==> src/sv/hdws_pkg.sv <==
// Package with the shared types and constants of the handler deque with swap.
`default_nettype none

package hdws_pkg;

    localparam int DEPTH_DEFAULT = 16;
    localparam int WORD_W        = 32;
    localparam int COUNT_W       = 5;

    typedef enum logic [2:0] {
        CMD_PUT_BACK   = 3'd0,
        CMD_POP_BACK   = 3'd1,
        CMD_POP_FRONT  = 3'd2,
        CMD_PEEK_FRONT = 3'd3,
        CMD_PEEK_BACK  = 3'd4,
        CMD_CLEAR      = 3'd5,
        CMD_SWAP       = 3'd6
    } cmd_t;

    typedef enum logic [1:0] {
        STS_OK        = 2'd0,
        STS_EMPTY     = 2'd1,
        STS_FULL      = 2'd2,
        STS_NOT_FOUND = 2'd3
    } status_t;

    typedef enum logic [2:0] {
        ST_IDLE,
        ST_DECODE,
        ST_READ,
        ST_SCAN,
        ST_SWAP_SECOND
    } state_t;

    // Commands from the controller to the datapath.
    typedef struct packed {
        logic    load;
        logic    put;
        logic    rd_front;
        logic    rd_back;
        logic    drop_front;
        logic    drop_back;
        logic    clear;
        logic    scan_start;
        logic    scan_step;
        logic    swap_first;
        logic    swap_second;
        logic    resp;
        logic    resp_use_rd;
        status_t resp_status;
    } ctl_t;

    // Status from the datapath to the controller.
    typedef struct packed {
        cmd_t cmd;
        logic empty;
        logic full;
        logic scan_done;
        logic both_found;
    } sts_t;

endpackage

`default_nettype wire

==> src/sv/hdws_ctrl.sv <==
// Controller state machine that sequences each deque transaction.
`default_nettype none

module hdws_ctrl
(
    input  wire logic          clk,
    input  wire logic          rst_n,
    input  wire logic          start,
    input  wire hdws_pkg::sts_t sts,
    output hdws_pkg::ctl_t     ctl,
    output logic               busy
);

    hdws_pkg::state_t state_reg;
    hdws_pkg::state_t state_next;

    always_ff @(posedge clk or negedge rst_n)
    begin
        if (!rst_n)
        begin
            state_reg <= hdws_pkg::ST_IDLE;
        end
        else
        begin
            state_reg <= state_next;
        end
    end

    // Next state.
    always_comb
    begin
        state_next = state_reg;
        unique case (state_reg)
            hdws_pkg::ST_IDLE:
            begin
                if (start)
                begin
                    state_next = hdws_pkg::ST_DECODE;
                end
            end
            hdws_pkg::ST_DECODE:
            begin
                unique case (sts.cmd) inside
                    hdws_pkg::CMD_POP_BACK, hdws_pkg::CMD_POP_FRONT,
                    hdws_pkg::CMD_PEEK_FRONT, hdws_pkg::CMD_PEEK_BACK:
                    begin
                        state_next = sts.empty ? hdws_pkg::ST_IDLE : hdws_pkg::ST_READ;
                    end
                    hdws_pkg::CMD_SWAP:
                    begin
                        state_next = hdws_pkg::ST_SCAN;
                    end
                    default:
                    begin
                        state_next = hdws_pkg::ST_IDLE;
                    end
                endcase
            end
            hdws_pkg::ST_READ:
            begin
                state_next = hdws_pkg::ST_IDLE;
            end
            hdws_pkg::ST_SCAN:
            begin
                if (sts.scan_done)
                begin
                    state_next = sts.both_found ? hdws_pkg::ST_SWAP_SECOND
                                                : hdws_pkg::ST_IDLE;
                end
            end
            hdws_pkg::ST_SWAP_SECOND:
            begin
                state_next = hdws_pkg::ST_IDLE;
            end
            default:
            begin
                state_next = hdws_pkg::ST_IDLE;
            end
        endcase
    end

    // Outputs.
    always_comb
    begin
        ctl             = '0;
        ctl.resp_status = hdws_pkg::STS_OK;
        busy            = 1'b1;
        unique case (state_reg)
            hdws_pkg::ST_IDLE:
            begin
                busy     = 1'b0;
                ctl.load = start;
            end
            hdws_pkg::ST_DECODE:
            begin
                unique case (sts.cmd) inside
                    hdws_pkg::CMD_PUT_BACK:
                    begin
                        ctl.resp = 1'b1;
                        if (sts.full)
                        begin
                            ctl.resp_status = hdws_pkg::STS_FULL;
                        end
                        else
                        begin
                            ctl.put = 1'b1;
                        end
                    end
                    hdws_pkg::CMD_POP_BACK, hdws_pkg::CMD_PEEK_BACK:
                    begin
                        if (sts.empty)
                        begin
                            ctl.resp        = 1'b1;
                            ctl.resp_status = hdws_pkg::STS_EMPTY;
                        end
                        else
                        begin
                            ctl.rd_back = 1'b1;
                        end
                    end
                    hdws_pkg::CMD_POP_FRONT, hdws_pkg::CMD_PEEK_FRONT:
                    begin
                        if (sts.empty)
                        begin
                            ctl.resp        = 1'b1;
                            ctl.resp_status = hdws_pkg::STS_EMPTY;
                        end
                        else
                        begin
                            ctl.rd_front = 1'b1;
                        end
                    end
                    hdws_pkg::CMD_CLEAR:
                    begin
                        ctl.clear = 1'b1;
                        ctl.resp  = 1'b1;
                    end
                    hdws_pkg::CMD_SWAP:
                    begin
                        ctl.scan_start = 1'b1;
                    end
                    default:
                    begin
                        ctl.resp = 1'b1;
                    end
                endcase
            end
            hdws_pkg::ST_READ:
            begin
                ctl.resp        = 1'b1;
                ctl.resp_use_rd = 1'b1;
                ctl.drop_back   = (sts.cmd == hdws_pkg::CMD_POP_BACK);
                ctl.drop_front  = (sts.cmd == hdws_pkg::CMD_POP_FRONT);
            end
            hdws_pkg::ST_SCAN:
            begin
                ctl.scan_step = 1'b1;
                if (sts.scan_done)
                begin
                    if (sts.both_found)
                    begin
                        ctl.swap_first = 1'b1;
                    end
                    else
                    begin
                        ctl.resp        = 1'b1;
                        ctl.resp_status = hdws_pkg::STS_NOT_FOUND;
                    end
                end
            end
            hdws_pkg::ST_SWAP_SECOND:
            begin
                ctl.swap_second = 1'b1;
                ctl.resp        = 1'b1;
            end
            default:
            begin
                busy = 1'b1;
            end
        endcase
    end

endmodule

`default_nettype wire

==> src/sv/hdws_dp.sv <==
// Datapath of the handler deque: slot memory, ring pointer and fill count, search and result registers.
`default_nettype none

module hdws_dp
#(
    parameter int DEPTH = hdws_pkg::DEPTH_DEFAULT
)
(
    input  wire logic                           clk,
    input  wire logic                           rst_n,
    input  wire logic [2:0]                     cmd,
    input  wire logic [hdws_pkg::WORD_W-1:0]    handler,
    input  wire logic [hdws_pkg::WORD_W-1:0]    other_handler,
    input  wire hdws_pkg::ctl_t                 ctl,
    output hdws_pkg::sts_t                      sts,
    output logic [hdws_pkg::WORD_W-1:0]         value,
    output logic [1:0]                          status,
    output logic [hdws_pkg::COUNT_W-1:0]        count,
    output logic                                done
);

    localparam int IDX_W = (DEPTH > 1) ? $clog2(DEPTH) : 1;
    localparam int CNT_W = $clog2(DEPTH + 1);
    localparam logic [IDX_W:0]   DEPTH_IDX = (IDX_W + 1)'(DEPTH);
    localparam logic [CNT_W-1:0] DEPTH_CNT = CNT_W'(DEPTH);

    // Ring position of an offset from a base, both below DEPTH.
    function automatic logic [IDX_W-1:0] ring_add(input logic [IDX_W-1:0] base,
                                                  input logic [IDX_W-1:0] off);
        logic [IDX_W:0] sum;
        sum = {1'b0, base} + {1'b0, off};
        if (sum >= DEPTH_IDX)
        begin
            sum = sum - DEPTH_IDX;
        end
        return sum[IDX_W-1:0];
    endfunction

    logic [hdws_pkg::WORD_W-1:0] slots_mem [DEPTH];

    hdws_pkg::cmd_t              cmd_reg;
    logic [hdws_pkg::WORD_W-1:0] h1_reg;
    logic [hdws_pkg::WORD_W-1:0] h2_reg;
    logic [IDX_W-1:0]            front_reg;
    logic [IDX_W-1:0]            front_next;
    logic [CNT_W-1:0]            cnt_reg;
    logic [CNT_W-1:0]            cnt_next;
    logic [CNT_W-1:0]            cnt_dec;
    logic [CNT_W-1:0]            k_reg;
    logic                        rd_pend_reg;
    logic [IDX_W-1:0]            pos_d_reg;
    logic                        f1_reg;
    logic                        f2_reg;
    logic [IDX_W-1:0]            p1_reg;
    logic [IDX_W-1:0]            p2_reg;
    logic [hdws_pkg::WORD_W-1:0] rd_data_reg;
    logic [hdws_pkg::WORD_W-1:0] value_reg;
    hdws_pkg::status_t           status_reg;
    logic [hdws_pkg::COUNT_W-1:0] count_reg;
    logic                        done_reg;

    logic                        scan_issue;
    logic [IDX_W-1:0]            scan_addr;
    logic                        mem_we;
    logic [IDX_W-1:0]            wr_addr;
    logic [hdws_pkg::WORD_W-1:0] wr_data;
    logic                        mem_re;
    logic [IDX_W-1:0]            rd_addr;

    assign cnt_dec    = cnt_reg - CNT_W'(1);
    assign scan_issue = ctl.scan_step && (k_reg < cnt_reg);
    assign scan_addr  = ring_add(front_reg, k_reg[IDX_W-1:0]);

    assign sts.cmd        = cmd_reg;
    assign sts.empty      = (cnt_reg == '0);
    assign sts.full       = (cnt_reg >= DEPTH_CNT);
    assign sts.scan_done  = (k_reg == cnt_reg) && !rd_pend_reg;
    assign sts.both_found = f1_reg && f2_reg;

    // Memory port selection.
    always_comb
    begin
        mem_we  = 1'b0;
        wr_addr = ring_add(front_reg, cnt_reg[IDX_W-1:0]);
        wr_data = h1_reg;
        if (ctl.put)
        begin
            mem_we = 1'b1;
        end
        else if (ctl.swap_first)
        begin
            mem_we  = 1'b1;
            wr_addr = p1_reg;
            wr_data = h2_reg;
        end
        else if (ctl.swap_second)
        begin
            mem_we  = 1'b1;
            wr_addr = p2_reg;
            wr_data = h1_reg;
        end

        mem_re  = ctl.rd_front || ctl.rd_back || scan_issue;
        rd_addr = front_reg;
        if (ctl.rd_back)
        begin
            rd_addr = ring_add(front_reg, cnt_dec[IDX_W-1:0]);
        end
        else if (scan_issue)
        begin
            rd_addr = scan_addr;
        end
    end

    always_ff @(posedge clk)
    begin
        if (mem_we)
        begin
            slots_mem[wr_addr] <= wr_data;
        end
        if (mem_re)
        begin
            rd_data_reg <= slots_mem[rd_addr];
        end
    end

    // Ring pointer and fill count updates.
    always_comb
    begin
        front_next = front_reg;
        cnt_next   = cnt_reg;
        if (ctl.clear)
        begin
            front_next = '0;
            cnt_next   = '0;
        end
        else if (ctl.put)
        begin
            cnt_next = cnt_reg + CNT_W'(1);
        end
        else if (ctl.drop_back)
        begin
            cnt_next = cnt_dec;
            if (cnt_dec == '0)
            begin
                front_next = '0;
            end
        end
        else if (ctl.drop_front)
        begin
            cnt_next   = cnt_dec;
            front_next = (cnt_dec == '0) ? '0 : ring_add(front_reg, IDX_W'(1));
        end
    end

    always_ff @(posedge clk or negedge rst_n)
    begin
        if (!rst_n)
        begin
            front_reg   <= '0;
            cnt_reg     <= '0;
            k_reg       <= '0;
            rd_pend_reg <= 1'b0;
            f1_reg      <= 1'b0;
            f2_reg      <= 1'b0;
            done_reg    <= 1'b0;
        end
        else
        begin
            front_reg <= front_next;
            cnt_reg   <= cnt_next;
            done_reg  <= ctl.resp;
            if (ctl.scan_start)
            begin
                k_reg       <= '0;
                rd_pend_reg <= 1'b0;
                f1_reg      <= 1'b0;
                f2_reg      <= 1'b0;
            end
            else if (ctl.scan_step)
            begin
                rd_pend_reg <= scan_issue;
                if (scan_issue)
                begin
                    k_reg <= k_reg + CNT_W'(1);
                end
                if (rd_pend_reg && !f1_reg && (rd_data_reg == h1_reg))
                begin
                    f1_reg <= 1'b1;
                end
                if (rd_pend_reg && !f2_reg && (rd_data_reg == h2_reg))
                begin
                    f2_reg <= 1'b1;
                end
            end
        end
    end

    // Transaction operands, search positions and the result word.
    always_ff @(posedge clk)
    begin
        if (ctl.load)
        begin
            cmd_reg <= hdws_pkg::cmd_t'(cmd);
            h1_reg  <= handler;
            h2_reg  <= other_handler;
        end
        if (scan_issue)
        begin
            pos_d_reg <= scan_addr;
        end
        if (ctl.scan_step && rd_pend_reg)
        begin
            if (!f1_reg && (rd_data_reg == h1_reg))
            begin
                p1_reg <= pos_d_reg;
            end
            if (!f2_reg && (rd_data_reg == h2_reg))
            begin
                p2_reg <= pos_d_reg;
            end
        end
        if (ctl.resp)
        begin
            value_reg  <= ctl.resp_use_rd ? rd_data_reg : '0;
            status_reg <= ctl.resp_status;
            count_reg  <= hdws_pkg::COUNT_W'(cnt_next);
        end
    end

    assign value  = value_reg;
    assign status = status_reg;
    assign count  = count_reg;
    assign done   = done_reg;

endmodule

`default_nettype wire

==> src/sv/handler_deque_with_swap_top.sv <==
// Top level of the handler deque with swap: controller plus datapath.
// Put, clear and refused commands are answered from the decode state, pop and peek from the
// read state, and swap from the scan state or, once both words are found, the second swap
// state. The swap scan reads one slot per cycle through the single read port of the slot memory.
// One transaction at a time; busy drops in the cycle done is high; the receiver cannot stall.
// Reset empties the deque at once; slot contents stay undefined until written.
`default_nettype none

module handler_deque_with_swap_top
#(
    parameter int DEPTH = hdws_pkg::DEPTH_DEFAULT
)
(
    input  wire logic                           clk,
    input  wire logic                           rst_n,
    input  wire logic                           start,
    output logic                                busy,
    input  wire logic [2:0]                     cmd,
    input  wire logic [hdws_pkg::WORD_W-1:0]    handler,
    input  wire logic [hdws_pkg::WORD_W-1:0]    other_handler,
    output logic                                done,
    output logic [hdws_pkg::WORD_W-1:0]         value,
    output logic [1:0]                          status,
    output logic [hdws_pkg::COUNT_W-1:0]        count
);

    // The controller decodes each transaction and steps the datapath; the
    // datapath reports the fill state and the progress of the swap scan.
    hdws_pkg::ctl_t ctl;
    hdws_pkg::sts_t sts;

    hdws_ctrl u_ctrl
    (
        .clk   (clk),
        .rst_n (rst_n),
        .start (start),
        .sts   (sts),
        .ctl   (ctl),
        .busy  (busy)
    );

    // The datapath holds the ring of slots, the front pointer and the entry
    // count, and registers the result with a done strobe shown for exactly one cycle.
    hdws_dp
    #(
        .DEPTH (DEPTH)
    )
    u_dp
    (
        .clk           (clk),
        .rst_n         (rst_n),
        .cmd           (cmd),
        .handler       (handler),
        .other_handler (other_handler),
        .ctl           (ctl),
        .sts           (sts),
        .value         (value),
        .status        (status),
        .count         (count),
        .done          (done)
    );

endmodule

`default_nettype wire

==> config.mk <==
export PLATFORM = sky130hd
export DESIGN_NAME = handler_deque_with_swap_top
export DESIGN_NICKNAME = d
export VERILOG_FILES = /design/src/sv/hdws_pkg.sv /design/src/sv/hdws_ctrl.sv /design/src/sv/hdws_dp.sv /design/src/sv/handler_deque_with_swap_top.sv
export SDC_FILE = /design/constraint.sdc
export NUM_CORES = 1
export LEC_CHECK = 0
export BUFFER_PORTS_ARGS = -buffer_cell sky130_fd_sc_hd__buf_2
export CORE_MARGIN = 5
export CORE_UTILIZATION = 37
export CTS_BUF_LIST = sky130_fd_sc_hd__clkbuf_4 sky130_fd_sc_hd__clkbuf_8
export DETAILED_ROUTE_END_ITERATION = 10
export GPL_TIMING_DRIVEN = 0
export PLACE_DENSITY_LB_ADDON = 0.2
export SYNTH_ARGS = -nofsm -noshare
export SYNTH_HDL_FRONTEND = slang
export SYNTH_HIERARCHICAL = 1
export SYNTH_SLANG_ARGS = --single-unit
==> constraint.sdc <==
create_clock -name clk -period 8.3 [get_ports clk]
set_input_delay 0.83 -clock clk [delete_from_list [all_inputs] [get_ports clk]]
set_output_delay 0.83 -clock clk [all_outputs]
set_load 0.01 [all_outputs]
Yosys cells after proc, flatten, opt, wreduce, memory -nomap -nowiden. Memories as Yosys holds them, arrays and structs flattened. A register that Yosys moved wholly into a read port is not among the register bits. Cells that the tools add are included.

Register bits after elaboration: 139. Memory bits (writable): 512. Input port bits: 70. Output and inout port bits: 41. Logic and storage cells: 158. Memories kept: 1.

Memory list: u_dp.slots_mem (words 16, width 32, rd ports 1, clocked after memory_dff 1, write ports 1, RTL line hdws_dp.sv:39) `logic [hdws_pkg::WORD_W-1:0] slots_mem [DEPTH];`.

$add $sub $neg: 11. Order comparisons: 6. Equality and inequality tests: 17. Mux-type cells: 71. Reduce and logical (&&, ||, !) cells: 35.

Operators with widths (number): equality test 32 bit (2); 2-to-1 mux 32 bit (2); 2-to-1 mux 4 bit (15); 2-to-1 mux 5 bit (7); 2-to-1 mux 1 bit (30); >= comparator 5 bit, second input constant (5); subtractor 4 x 1 -> 4 bit, second input constant (4); adder 4 x 4 -> 5 bit (3); 2-to-1 mux 2 bit (7); equality test 3 x 2 -> 1 bit, second input constant (4); equality test 3 bit, second input constant (4); 2-to-1 mux 3 bit (4); AND reduction 2 bit (6); adder 5 x 1 -> 5 bit, second input constant (2); logical AND 1 bit (10); logical NOT 5 bit (2); one-hot mux 3 bit (3 select lines) (1); one-hot mux 2 bit (2 select lines) (2); nonzero test 2 bit (4); equality test 3 x 1 -> 1 bit, second input constant (2); logical NOT 3 bit (2); inequality test 2 bit, second input constant (3); one-hot mux 3 bit (2 select lines) (1); OR reduction 2 bit (3); 12 further kinds (15).

Logic depth before layout (Yosys ltp).
Depth in word-level cells: 8. Mapped depth: 14. Mapped depth without buffers: 11.

Hierarchy. Netlist, hierarchy kept.

By module, submodules not included: hdws_dp (times used 1, cells an instance 1806, area an instance 27015.9 um2, seq. area each 20329.5 um2); hdws_ctrl (times used 1, cells an instance 49, area an instance 370.4 um2, seq. area each 75.1 um2).

Worst setup path before layout. No wires, ideal clock.

Path kind: register -> register. From: register u_ctrl.state_reg[2]. To: register u_dp.cmd_reg[0] (enable). Setup time: 493 ps. Data arrival time: 3755 ps. Required time: 7807 ps. Setup slack: 4053 ps. Stages on the path, launching flop included: 3. Path buffers: 0. Period minus slack after synthesis: 4247 ps. Path through: dfrtp_1 or3_2 nor2_1.

RTL lines: start: declaration (RTL line hdws_ctrl.sv:14) `hdws_pkg::state_t state_reg;`; start signal: assignment (RTL line hdws_ctrl.sv:21) `state_reg <= hdws_pkg::ST_IDLE;`; start signal: assignment (RTL line hdws_ctrl.sv:25) `state_reg <= state_next;`; end signal: assignment (RTL line hdws_dp.sv:204) `cmd_reg <= hdws_pkg::cmd_t'(cmd);`; end: declaration (RTL line hdws_dp.sv:41) `hdws_pkg::cmd_t cmd_reg;`.

==> results.ini <==
[cts]
path_clk_slew_ns = 0.06
cts_htree_levels = 3
cts_tree = done
cts_hold_buf = 0
worst_skew_pair.late_latency_ns = 0.70
clockBufferDepth = 3
post_cts_buffers = 0
cts_root_buf = clkbuf_8
numCtsBuffers = 109
cts_resized = 0
cts.sinks = 683

[placed_design]
hpwl_mm = 56.07
dp.cells = 2943
gp_congestion = 0.8879
portBuffers = 110

[synth]
ys_types = 60
synthFlopType = edfxtp_1
yosysSeqAreaShare_pct = 74.51
syn_inst = 1855
synth_area_per_cell_sq_um = 14.76
synth_edf_count = 662
async_flop_share_pct = 3.075
ys_ff_latch = 683
syn-cell-area_sq_um = 27390
ys_warn_count = 6
syn-num-nets = 1948

[setup_path]
critical_path_buf_inv_count = 4
critPathMaxFanout = 10
end_kind = flop
slowest_stage = a221oi_2
worstPathCellList = inv_1 -> ha_1 -> nor4b_1 -> nor4_1 -> clkbuf_1 -> a221oi_2 -> clkbuf_1 -> clkbuf_1 -> a21oi_1 -> a221oi_1 -> or4_1
crit_arrival_ns = 6.22
cp_common_cell = clkbuf_1
crit_family = buffers and inverters
slowest_delay_ns = 0.99
crit_path_start_kind = flop
cp.required_ns = 8.79
crit_type = flop to flop

[die]
die_h_um = 282.1
core_sq_um = 73210
rows = 99
die-area_sq_um = 79560
io_pins = 111
die_x_um = 282.1
start_util_pct = 37.41

[cells_and_area]
nNetsFinal = 2188
area_delta_synth_final_pct = 16.48
instances_no_fill = 3140
final_core_util_pct = 43.57
multiInputGateArea_sq_um = 6540
largest_register_ffs = 512
fill_cells = 6623
top_register = u_dp/slots_mem
drive_above_1_share_pct = 18.50
regArea_sq_um = 20400

[timing]
finalSetupViolCount = 0
hold_ws_ns = 0.09331
slew-limit-headroom_pct = 26.28
rsz0062_at_grt = false
tightestPinTransition_ns = 1.106
max_freq_ghz = 0.1745
final.min_clock_period_ns = 5.731
period_share_pct = 69.04
hold_viol = 0
slew_viol_final = 0
finClkSkew_ns = 0.04496
setup_tns_ns = 0

[global_routing]
antenna_found_initial = 7
grt_first_pass_wirelength_mm = 113.0
grt_pass1_vias = 17250
grt_overflow = 0
grt_use_total_pct = 19.27
grt_max_degree = 41

[drt]
vias = 16850
totalWireLength_mm = 77.45
drc = 0
top_layer = met5
met2_wirelength_mm = 35.87
routed_via_density = 5.367
first_pass_iters = 5
ant_nets = 0
wl_per_cell_um = 24.66
drt-met1-wl_mm = 32.91
drt_iter0_drc = 1628
met3_length_mm = 5.884

[flow_run]
maxCapViolCount = 0

[worst_hold_path]
hold_class = input pin to async pin

[power_and_ir_drop]
power_density_nw_per_um2 = 366.6
max-vdd-ir-drop_v = 0.0001650
power.leakage_nw = 10.48
p_sw_share_pct = 39.13
p_seq_share_pct = 39.3
p_sw_w = 0.004576
clkPwrFrac_pct = 24.1
combPwrFrac_pct = 36.5
internal-power_w = 0.007117

[outcome]
status = finished, final reports clean

[power groups by stage]
stage / sequential [W] / clock (W) / combinational (W)
after detailed placement: 0.00467 / 0 / 0.00426
final: 0.00460 / 0.00282 / 0.00427
after CTS: 0.00460 / 0.00289 / 0.00428
after global routing: 0.00463 / 0.00306 / 0.00460
after floorplan: 0.00466 / 0 / 0.00238
after global placement: 0.00469 / 0 / 0.00411
[area by class of cell]
class                      instances  area share [%]
timing repair buffer             129           3.216
sequential                       683           63.97
inverter                          16          0.1883
clock buffer                     158           5.974
antenna                            3         0.02353
tap                              959           3.762
multi-input combinational       1040           20.50
buffer                           116           1.624
clock inverter                    36          0.7452
[layer usage]
layer	global-route usage [%]	vias to the layer above
met5	0	-
met4	7.670	2
met3	3.764	110
met2	30.70	649
met1	26.29	8478
li1	-	7614
[per-stage QoR]
step	worst slack [ns]	total power [W]	area, sq um
2_1_floorplan	4.053	0.007039	27390
3_3_place_gp	1.835	0.008796	29140
3_5_place_dp	2.654	0.008928	29750
4_1_cts	2.629	0.01178	31890
5_1_grt	2.361	0.01229	31890
6_report	2.569	0.01169	31900
[kinds of logic after synthesis]
family          count (synthesis)  synth area share [%]
buf+inv                       132                 2.111
fa+ha+maj                      23                 1.133
xor+xnor                       85                 2.718
simple gates                  466                 7.876
compound gates                424                 9.960
mux                            42                 1.695
flops                         683                 74.51
[path summary, 6_finish.rpt]
path	from	to	slack, ns	cells past startpoint
max in group asynchronous	rst_n	u_dp/k_reg[4]	7.84	1
min in group clk	other_handler[9]	u_dp/h2_reg[9]	0.30	1
hold reg to reg	u_dp/pos_d_reg[0]	u_dp/p2_reg[0]	0.45	0
setup reg to reg	u_dp/cnt_reg[0]	u_dp/rd_data_reg[19]	2.57	11
hold / removal	rst_n	u_dp/front_reg[3]	0.09	1
setup / recovery	u_dp/cnt_reg[0]	u_dp/rd_data_reg[19]	2.57	11
[cells in the mapped netlist (10+ instances only)]
cell      instances  area, sq um
nand4_1          17        106.4
xor2_1           30        262.8
edfxtp_1        662        19880
and2_1           34        212.7
buf_2            23        115.1
a221oi_1        126         1104
buf_1            14        52.55
clkbuf_1         71        266.5
nor4_1           11        68.82
dfrtp_1          21        525.5
or4_1            31        232.7
xnor2_1          55        481.7
nor2_1           54        202.7
a21oi_2          10        87.58
nand2_1         276         1036
mux2_2           33        371.6
inv_1            16        60.06
ha_1             20        250.2
nand2b_1         11        68.82
a21oi_1         253         1266
[placed cells by master, fill, tap and decap left out, types with 5 or more instances in the layout]
| master | instances |
|---|---|
| clkinv_1 | 22 |
| inv_1 | 16 |
| a21o_1 | 5 |
| buf_6 | 7 |
| edfxtp_1 | 662 |
| nand2b_1 | 11 |
| and3_1 | 7 |
| mux2_2 | 33 |
| ha_1 | 20 |
| nand2_1 | 276 |
| buf_1 | 14 |
| xnor2_1 | 55 |
| clkbuf_1 | 71 |
| or4_1 | 31 |
| and2_1 | 34 |
| clkbuf_8 | 115 |
| a21oi_2 | 10 |
| mux2i_1 | 7 |
| buf_2 | 133 |
| a221oi_1 | 126 |
| nor4_1 | 10 |
| clkinv_2 | 7 |
| buf_16 | 14 |
| clkbuf_4 | 43 |
| dfrtp_1 | 21 |
| nand4_1 | 17 |
| a21oi_1 | 253 |
| xor2_1 | 30 |
| nor2_1 | 37 |
| o21ai_0 | 8 |
| nor2_4 | 17 |
No activity file was read; power rests on OpenSTA's default activity.
